### config.mk
export PLATFORM = sky130hd
export DESIGN_NAME = size_aware_lru_cache_table_unit
export DESIGN_NICKNAME = d
export VERILOG_FILES = /design/src/rtl/core/salc_pkg.sv /design/src/rtl/core/salc_front.sv /design/src/rtl/core/salc_back.sv /design/src/rtl/core/size_aware_lru_cache_table_unit.sv
export SDC_FILE = /design/constraint.sdc
export NUM_CORES = 2
export LEC_CHECK = 0
export ABC_AREA = 1
export BUFFER_PORTS_ARGS = -buffer_cell sky130_fd_sc_hd__buf_2
export CAP_MARGIN = 0
export CORE_ASPECT_RATIO = 0.9
export CORE_UTILIZATION = 52
export DETAILED_ROUTE_END_ITERATION = 8
export HOLD_SLACK_MARGIN = 0.06
export PLACE_DENSITY = 0.71
export SYNTH_ARGS = -nofsm -noshare
export SYNTH_HDL_FRONTEND = slang
export SYNTH_SLANG_ARGS = --single-unit
export TNS_END_PERCENT = 20
### constraint.sdc
create_clock -name clk -period 12.2 [get_ports clk]
set_clock_uncertainty 0.2 [all_clocks]
set_input_delay 1.22 -clock clk [delete_from_list [all_inputs] [get_ports clk]]
set_output_delay 1.22 -clock clk [all_outputs]
set_load 0.02 [all_outputs]
### src/rtl/core/salc_pkg.sv
// Shared types and codes for the size-aware LRU cache table.
// No dependencies; every other file imports this package.
package salc_pkg;

	localparam int ENTRIES_DEF = 16;
	localparam logic [31:0] CAP_RESET = 32'd65536;

	localparam logic [2:0] OP_GET   = 3'd0;
	localparam logic [2:0] OP_INS   = 3'd1;
	localparam logic [2:0] OP_ERASE = 3'd2;
	localparam logic [2:0] OP_FORCE = 3'd3;
	localparam logic [2:0] OP_CLEAR = 3'd4;

	localparam logic [1:0] ST_OK      = 2'd0;
	localparam logic [1:0] ST_TOO_BIG = 2'd1;
	localparam logic [1:0] ST_REFUSED = 2'd2;

	typedef struct packed {
		logic [2:0]  operation;
		logic [63:0] key;
		logic [31:0] size;
	} salc_req_t;

	typedef struct packed {
		logic        hit;
		logic [3:0]  slot;
		logic [1:0]  status;
		logic [31:0] freed_bytes;
		logic [4:0]  evicted_count;
		logic [31:0] used_bytes;
		logic [31:0] hit_total;
		logic [31:0] miss_total;
	} salc_rsp_t;

	// Classified command between the front and back parts.
	typedef struct packed {
		logic        is_get;
		logic        is_ins;
		logic        is_erase;
		logic        is_force;
		logic        is_clear;
		logic [63:0] key;
		logic [31:0] size;
	} salc_cmd_t;

endpackage

### src/rtl/core/salc_front.sv
// Front part: accepts request transactions, decodes the operation and
// queues the command for the back part. Depends on salc_pkg.
module salc_front (
	input  logic                clk,
	input  logic                arst_n,
	input  logic                req_valid,
	output logic                req_stall,
	input  salc_pkg::salc_req_t req,
	output logic                cmd_valid,
	input  logic                cmd_pop,
	output salc_pkg::salc_cmd_t cmd
);
	import salc_pkg::*;

	salc_cmd_t  mem_q [2];
	logic       wr_ptr_q;
	logic       rd_ptr_q;
	logic [1:0] fill_q;
	salc_cmd_t  dec;
	logic       push;
	logic       pop;

	always_comb begin
		dec = '0;
		dec.key = req.key;
		dec.size = req.size;
		case (req.operation)
			OP_GET:   dec.is_get = 1'b1;
			OP_INS:   dec.is_ins = 1'b1;
			OP_ERASE: dec.is_erase = 1'b1;
			OP_FORCE: dec.is_force = 1'b1;
			OP_CLEAR: dec.is_clear = 1'b1;
			default:  dec.is_get = 1'b0;
		endcase
	end

	assign req_stall = (fill_q == 2'd2);
	assign push = req_valid && !req_stall;
	assign cmd_valid = (fill_q != 2'd0);
	assign pop = cmd_pop && cmd_valid;
	assign cmd = mem_q[rd_ptr_q];

	always_ff @(posedge clk) begin
		if (push) begin
			mem_q[wr_ptr_q] <= dec;
		end
	end

	always_ff @(posedge clk or negedge arst_n) begin
		if (!arst_n) begin
			wr_ptr_q <= 1'b0;
			rd_ptr_q <= 1'b0;
			fill_q <= 2'd0;
		end else begin
			if (push) wr_ptr_q <= !wr_ptr_q;
			if (pop) rd_ptr_q <= !rd_ptr_q;
			if (push && !pop) fill_q <= fill_q + 2'd1;
			else if (pop && !push) fill_q <= fill_q - 2'd1;
		end
	end

endmodule

### src/rtl/core/salc_back.sv
// Back part: the table itself, the eviction sequencer and the result register.
// Depends on salc_pkg.
module salc_back #(
	parameter int ENTRIES = salc_pkg::ENTRIES_DEF
) (
	input  logic                clk,
	input  logic                arst_n,
	input  logic [31:0]         capacity,
	input  logic                cmd_valid,
	output logic                cmd_pop,
	input  salc_pkg::salc_cmd_t cmd,
	output logic                rsp_valid,
	input  logic                rsp_stall,
	output salc_pkg::salc_rsp_t rsp
);
	import salc_pkg::*;

	localparam int IW = $clog2(ENTRIES);
	localparam int CW = $clog2(ENTRIES + 1);

	localparam logic [2:0] S_IDLE  = 3'd0;
	localparam logic [2:0] S_LOOK  = 3'd1;
	localparam logic [2:0] S_EVICT = 3'd2;
	localparam logic [2:0] S_INS   = 3'd3;
	localparam logic [2:0] S_FORCE = 3'd4;
	localparam logic [2:0] S_DONE  = 3'd5;

	logic [2:0]    state_q;
	logic [63:0]   key_q   [ENTRIES];
	logic [31:0]   size_q  [ENTRIES];
	logic [IW-1:0] rank_q  [ENTRIES];
	logic [ENTRIES-1:0] valid_q;
	logic [CW-1:0] count_q;
	logic [31:0]   occ_q;
	logic [31:0]   hits_q;
	logic [31:0]   miss_q;

	salc_cmd_t     cmd_q;
	logic          hit_q;
	logic [IW-1:0] slot_q;
	logic [1:0]    status_q;
	logic [31:0]   freed_q;
	logic [CW-1:0] evc_q;
	logic          rsp_valid_q;
	salc_rsp_t     rsp_q;

	logic          match_any;
	logic [IW-1:0] match_idx;
	logic [IW-1:0] old_idx;
	logic [IW-1:0] free_idx;
	logic [IW-1:0] last_rank;
	logic          need_room;
	logic          do_evict;
	logic          do_force;
	logic          load_rsp;
	logic [IW+3:0] slot_ext;
	logic [CW+4:0] evc_ext;

	assign last_rank = IW'(count_q - CW'(1));
	assign slot_ext = {4'b0, slot_q};
	assign evc_ext = {5'b0, evc_q};

	always_comb begin
		match_any = 1'b0;
		match_idx = '0;
		old_idx = '0;
		free_idx = '0;
		for (int i = ENTRIES - 1; i >= 0; i--) begin
			if (valid_q[i] && key_q[i] == cmd_q.key) begin
				match_any = 1'b1;
				match_idx = IW'(i);
			end
			if (valid_q[i] && rank_q[i] == last_rank) old_idx = IW'(i);
			if (!valid_q[i]) free_idx = IW'(i);
		end
	end

	assign need_room = ({1'b0, occ_q} + {1'b0, cmd_q.size} > {1'b0, capacity})
		|| (count_q == CW'(ENTRIES));
	assign do_evict = (state_q == S_EVICT) && need_room;
	assign do_force = (state_q == S_FORCE) && (freed_q < cmd_q.size)
		&& (count_q != '0);
	assign load_rsp = (state_q == S_DONE) && (!rsp_valid_q || !rsp_stall);
	assign cmd_pop = (state_q == S_IDLE) && cmd_valid;

	// Key and size are written only on insert.
	always_ff @(posedge clk) begin
		if (state_q == S_INS) begin
			key_q[free_idx] <= cmd_q.key;
			size_q[free_idx] <= cmd_q.size;
		end
	end

	// Recency ranks: 0 is most recent.
	always_ff @(posedge clk) begin
		if (state_q == S_LOOK && match_any && cmd_q.is_get) begin
			for (int i = 0; i < ENTRIES; i++)
				if (valid_q[i] && rank_q[i] < rank_q[match_idx])
					rank_q[i] <= rank_q[i] + IW'(1);
			rank_q[match_idx] <= '0;
		end else if (state_q == S_LOOK && match_any && cmd_q.is_erase) begin
			for (int i = 0; i < ENTRIES; i++)
				if (valid_q[i] && rank_q[i] > rank_q[match_idx])
					rank_q[i] <= rank_q[i] - IW'(1);
		end else if (state_q == S_INS) begin
			for (int i = 0; i < ENTRIES; i++)
				if (valid_q[i]) rank_q[i] <= rank_q[i] + IW'(1);
			rank_q[free_idx] <= '0;
		end
	end

	always_ff @(posedge clk) begin
		if (cmd_pop) cmd_q <= cmd;
		if (load_rsp) begin
			rsp_q.hit <= hit_q;
			rsp_q.slot <= slot_ext[3:0];
			rsp_q.status <= status_q;
			rsp_q.freed_bytes <= freed_q;
			rsp_q.evicted_count <= evc_ext[4:0];
			rsp_q.used_bytes <= occ_q;
			rsp_q.hit_total <= hits_q;
			rsp_q.miss_total <= miss_q;
		end
	end

	always_ff @(posedge clk or negedge arst_n) begin
		if (!arst_n) begin
			state_q <= S_IDLE;
			valid_q <= '0;
			count_q <= '0;
			occ_q <= '0;
			hits_q <= '0;
			miss_q <= '0;
			hit_q <= 1'b0;
			slot_q <= '0;
			status_q <= ST_OK;
			freed_q <= '0;
			evc_q <= '0;
			rsp_valid_q <= 1'b0;
		end else begin
			if (load_rsp) rsp_valid_q <= 1'b1;
			else if (!rsp_stall) rsp_valid_q <= 1'b0;

			case (state_q)
				S_IDLE: begin
					if (cmd_valid) begin
						hit_q <= 1'b0;
						slot_q <= '0;
						status_q <= ST_OK;
						freed_q <= '0;
						evc_q <= '0;
						state_q <= S_LOOK;
					end
				end
				S_LOOK: begin
					state_q <= S_DONE;
					if (cmd_q.is_get || cmd_q.is_ins) begin
						if (match_any) begin
							hit_q <= 1'b1;
							slot_q <= match_idx;
							if (cmd_q.is_get && hits_q != '1) hits_q <= hits_q + 32'd1;
						end else begin
							if (cmd_q.is_get && miss_q != '1) miss_q <= miss_q + 32'd1;
							if (cmd_q.size > capacity) status_q <= ST_TOO_BIG;
							else state_q <= S_EVICT;
						end
					end else if (cmd_q.is_erase) begin
						if (match_any) begin
							hit_q <= 1'b1;
							freed_q <= size_q[match_idx];
							evc_q <= CW'(1);
							valid_q[match_idx] <= 1'b0;
							count_q <= count_q - CW'(1);
							occ_q <= occ_q - size_q[match_idx];
						end
					end else if (cmd_q.is_force) begin
						if (occ_q < cmd_q.size) status_q <= ST_REFUSED;
						else state_q <= S_FORCE;
					end else if (cmd_q.is_clear) begin
						freed_q <= occ_q;
						evc_q <= count_q;
						valid_q <= '0;
						count_q <= '0;
						occ_q <= '0;
					end
				end
				S_EVICT, S_FORCE: begin
					if (do_evict || do_force) begin
						// The oldest entry holds the highest rank: no rank shifts.
						valid_q[old_idx] <= 1'b0;
						count_q <= count_q - CW'(1);
						occ_q <= occ_q - size_q[old_idx];
						freed_q <= freed_q + size_q[old_idx];
						evc_q <= evc_q + CW'(1);
					end else begin
						state_q <= (state_q == S_EVICT) ? S_INS : S_DONE;
					end
				end
				S_INS: begin
					valid_q[free_idx] <= 1'b1;
					count_q <= count_q + CW'(1);
					occ_q <= occ_q + cmd_q.size;
					slot_q <= free_idx;
					state_q <= S_DONE;
				end
				S_DONE: begin
					if (load_rsp) state_q <= S_IDLE;
				end
				default: state_q <= S_IDLE;
			endcase
		end
	end

	assign rsp_valid = rsp_valid_q;
	assign rsp = rsp_q;

endmodule

### src/rtl/core/size_aware_lru_cache_table_unit.sv
// Top level of the size-aware LRU cache table: front queue, back engine and
// the capacity register. Depends on salc_pkg, salc_front and salc_back.
//
// A fully associative table of ENTRIES keys with byte sizes, kept in recency
// order under the byte budget in capacity (written through cfg_we/cfg_wdata,
// reset 65536). Each request transaction (get, insert, erase, force evict,
// clear) yields exactly one response transaction. The front part takes
// requests into a two-deep command queue; the back part executes one command
// at a time. A command goes from queue to response register by dequeue,
// parallel key match and act, and load result. A get or insert miss that fits
// also passes through the evictions, a final fit check and an insert step; a
// force evict that is not refused passes through the evictions and a final
// check. The eviction sequencer removes one least recent entry per cycle. The
// response register lets the next command proceed while a finished response
// is still stalled. Write capacity only while idle.
module size_aware_lru_cache_table_unit #(
	parameter int ENTRIES = salc_pkg::ENTRIES_DEF
) (
	input  logic                clk,
	input  logic                arst_n,
	input  logic                req_valid,
	output logic                req_stall,
	input  salc_pkg::salc_req_t req,
	output logic                rsp_valid,
	input  logic                rsp_stall,
	output salc_pkg::salc_rsp_t rsp,
	input  logic                cfg_we,
	input  logic [31:0]         cfg_wdata
);
	import salc_pkg::*;

	logic        cap_we_ok;
	logic [31:0] capacity_q;
	logic        cmd_valid;
	logic        cmd_pop;
	salc_cmd_t   cmd;

	assign cap_we_ok = cfg_we;

	// Hold the byte budget; load it on every configuration write.
	always_ff @(posedge clk or negedge arst_n) begin
		if (!arst_n) begin
			capacity_q <= CAP_RESET;
		end else if (cap_we_ok) begin
			capacity_q <= cfg_wdata;
		end
	end

	salc_front u_front (
		.clk       (clk),
		.arst_n    (arst_n),
		.req_valid (req_valid),
		.req_stall (req_stall),
		.req       (req),
		.cmd_valid (cmd_valid),
		.cmd_pop   (cmd_pop),
		.cmd       (cmd)
	);

	salc_back #(
		.ENTRIES (ENTRIES)
	) u_back (
		.clk       (clk),
		.arst_n    (arst_n),
		.capacity  (capacity_q),
		.cmd_valid (cmd_valid),
		.cmd_pop   (cmd_pop),
		.cmd       (cmd),
		.rsp_valid (rsp_valid),
		.rsp_stall (rsp_stall),
		.rsp       (rsp)
	);

	// A hit never comes with an error status.
	a_hit_ok: assert property (@(posedge clk) disable iff (!arst_n)
		rsp_valid && rsp.hit |-> rsp.status == ST_OK)
		else $error("hit with error status");

	// A refused force evict removes nothing.
	a_refused: assert property (@(posedge clk) disable iff (!arst_n)
		rsp_valid && rsp.status == ST_REFUSED |->
		rsp.freed_bytes == 32'd0 && rsp.evicted_count == 5'd0)
		else $error("refused force evict freed bytes");

	// An oversized object is neither placed nor causes evictions.
	a_too_big: assert property (@(posedge clk) disable iff (!arst_n)
		rsp_valid && rsp.status == ST_TOO_BIG |->
		rsp.slot == 4'd0 && rsp.freed_bytes == 32'd0)
		else $error("oversized object changed the table");

endmodule
==> summary.txt <==
Clock tree
  • CTS Buffer Depth: 3
  • CTS tree: yes
  • Resized Gates After CTS: 0
  • Skew-Pair Late Insertion Delay: 0.93 ns
  • Clock Pin Slew Worst Setup and Hold Paths: 0.07 ns
  • Post-CTS Setup Bufs: 0
  • Post-CTS Hold Buffers: 0
  • H-tree depth: 4
  • Sink Count: 2244
  • CTS buffer count: 224
  • Clk root buf: clkbuf_16

Global routing
  • GR Overflow Total: 0
  • Vias in the first global route: 83217
  • Initial antenna violation count: 50
  • Total track usage: 40.3%
  • Largest net degree at the start of global routing: 177
  • First-pass GRT wire length: 609000 um

STA
  • Max Freq: 88.3 MHz
  • TNS Setup: 0 ns
  • Final max-slew violation count: 0
  • Relative slew slack: 3.03%
  • Final period util: 92.8%
  • Final Hold Vio Count: 0
  • Minimum clock period: 11.33 ns
  • Worst-margin pin slew: 1.45 ns
  • RSZ-0062 raised after global routing: no
  • Final Setup Violations: 0

Worst setup path
  • Crit-path slowest cell: ha_1
  • Max incr delay on CP: 0.84 ns
  • Worst reg2reg endpoint: u_back.occ_q[28]$_DFFE_PN0P_
  • Reg2reg start: u_back.count_q[0]$_DFFE_PN0P_
  • Required time worst endpoint: 12.80 ns
  • Worst Path Buf+Inv: 8
  • Worst EP arrival: 11.93 ns
  • CP dominant cell by count: nand2_1
  • WS Path Type: register to register
  • Crit path max fanout: 55
  • Worst Setup SP: u_back.count_q[0]$_DFFE_PN0P_
  • Worst Reg-to-Reg Cells: 51
  • Crit end category: register
  • Startpoint types: register
  • Worst path depth: 51
  • Family with the most delay on the worst path: compound AO/OA/AOI/OAI gates
  • R2r setup slk: 0.87 ns

Drt
  • Routed Antenna Nets: 0
  • Metal-1 WL: 169000 um
  • Met2 WL post-DR: 171000 um
  • Drt first pass iters: 9
  • DRC: 0
  • Vias per inst: 6.57
  • Routed WL: 440000 um
  • Met3 wire len: 79100 um
  • Initial DRC Count: 17539
  • Routed wire per std cell: 31.8 um
  • Vias: 90854
  • Highest metal used: met5

Floorplan
  • Num ports: 278
  • Die area: 213000 um^2
  • Starting Density: 52.5%
  • CORE AREA: 209000 um^2
  • Die Y: 438 um
  • Die width: 487 um
  • # rows: 159

Cells and area
  • Final nets: 11295
  • Final Non-Filler Cells: 13828
  • Layout Area Growth over Synthesis: 12.1%
  • Fin util: 58.8%
  • Layout cells sized above 1: 10.7%

Logic synthesis
  • EDFF count, synth: 1979
  • Register area share after synthesis: 59.8%
  • Ranking of synthesized cells by area: edfxtp_1 (54%), nand2_1 (6.5%), dfrtp_1 (4.5%)
  • Netlist cell types: 80
  • Mapped Cells: 10411
  • FFs w/ async S/R, synth: 8.96%
  • Post-Syn Area: 110000 um^2
  • Synth area leader: edfxtp_1
  • Top cell type's share of synthesized area: 54.0%
  • #FFs+latches synth: 2244
  • Avg Synthesized Cell Area: 10.6 um^2
  • Mapped Nets: 10921
  • Ys Warns: 0
  • Main flop type after synthesis: edfxtp_1

Power
  • PD cells: 253 nW/um^2
  • Max VDD drop: 0.202 mV
  • Cell leakage power: 48.2 nW

Placement
  • Placer Congestion: 1.07
  • Dpl cells: 13375
  • Port bufs: 277
  • Detail Placement HPWL: 295000 um

Min path
  • Worst Hold Class: input port to async pin

Run
  • Max-Cap Viols: 0

Run status
  • Outcome: finished, final reports clean
==> sequential cells by signal (all words and copies together) (netlist names), 64 cells and up <==
name           flops
u_back.key_q    1024
u_back.size_q    512
u_front.mem_q    202
u_back.cmd_q     101
u_back.rsp       140
u_back.rank_q     64
==> power by group <==
group | switching (W) | internal [W]
logic | 0.00961 | 0.00333
clock network | 0.00318 | 0.00402
registers | 0.000920 | 0.0101
==> cells in the mapped netlist (all sizes together) (45+ instances only) <==
cell and count:
inv 942, a21oi 329, xor2 307, nand3b 125, dfrtp 200, clkbuf 180
nor3 128, nor2 815, xnor2 190, o31ai 81, nand3 540, o21ai 604
buf 267, ha 363, a211oi 45, dfxtp 64, o22ai 375, nand2 1926
nor4 91, a221oi 89, edfxtp 1979, o211ai 61, or2 79, nand4 366
==> cell usage in the layout, fill, tap and decap left out, types with 28 or more instances in the layout <==
cell,netlist,layout
inv_1,908,902
inv_2,34,35
nor2_1,779,757
or2_2,71,71
dfrtp_1,200,199
xnor2_1,190,190
a21oi_1,328,327
o21ai_1,43,43
o2111ai_1,40,40
o31ai_1,81,81
a211oi_1,45,44
o22ai_1,375,375
o21ai_0,557,557
nand4_1,362,362
clkinv_1,17,52
nor3_1,122,117
nand2_1,1908,1907
nor4_1,89,85
nand3_1,538,536
ha_1,363,363
nand3b_1,125,125
dfxtp_1,64,64
buf_4,28,308
a221oi_1,89,87
xor2_1,307,307
diode_2,0,28
clkinv_2,0,58
buf_2,190,276
edfxtp_1,1979,1979
nor2_2,30,34
o211ai_1,60,60
clkbuf_16,0,226
clkbuf_1,178,42
==> through the flow <==
step                worst slack (ns)  power (W)  cell area [um^2]  hold slack [ns]
detailed placement              1.51     0.0233            116000            0.239
global placement                1.45     0.0231            116000            0.236
floorplan                      0.470     0.0176            110000            0.225
CTS                             1.49     0.0304            123000            0.178
global route                   0.463     0.0320            123000            0.215
finish                         0.874     0.0312            123000            0.165
==> worst max-delay path by stage <==
stage               slack (ns)                      endpoint
floorplan                 0.47  u_back.key_q[9][0]$_DFFE_PP_
global placement          1.45  u_back.occ_q[28]$_DFFE_PN0P_
detailed placement        1.51  u_back.occ_q[28]$_DFFE_PN0P_
CTS                       1.49  u_back.occ_q[28]$_DFFE_PN0P_
global route              0.46  u_back.occ_q[28]$_DFFE_PN0P_
finish                    0.87  u_back.occ_q[28]$_DFFE_PN0P_
==> routing by layer <==
layer	vias up	global-route usage (%)
met5	-	0
met4	26	16.1
met3	1281	16.5
met2	7792	53.5
met1	43825	57.8
li1	37930	-
==> worst reg2reg max path, delay by kind of cell, from the launching register on <==
family | cells | cell delay, ns
AOI/OAI and AO/OA | 13 | 3.32
DFF | 1 | 0.72
adders and majority gates | 3 | 1.42
and+or+nand+nor | 27 | 3.15
buffers and inverters | 8 | 2.41
==> layout make-up <==
class,count,area (um^2)
Clock buffer,276,5920
Multi-Input combinational cell,6761,38800
Tap cell,2817,3520
Fill cell,17104,86200
Timing Repair Buffer,595,3910
Clock inverter,148,1670
Inverter,959,3610
Sequential cell,2244,65700
Antenna cell,28,70.1
==> logic make-up (layout without fill, tap and decap cells) <==
family          after synthesis  after routing  share of synthesized area [%]
compound gates             1790           1790                           9.97
flops                      2244           2244                           59.8
xor+xnor                    497            497                           3.96
mux                           7              7                         0.0705
buf+inv                    1406           1978                           5.22
simple gates               4093           4093                           16.7
other cells                   0             28                              0
fa+ha+maj                   374            374                           4.33
No activity file was read; power rests on OpenSTA's default activity.
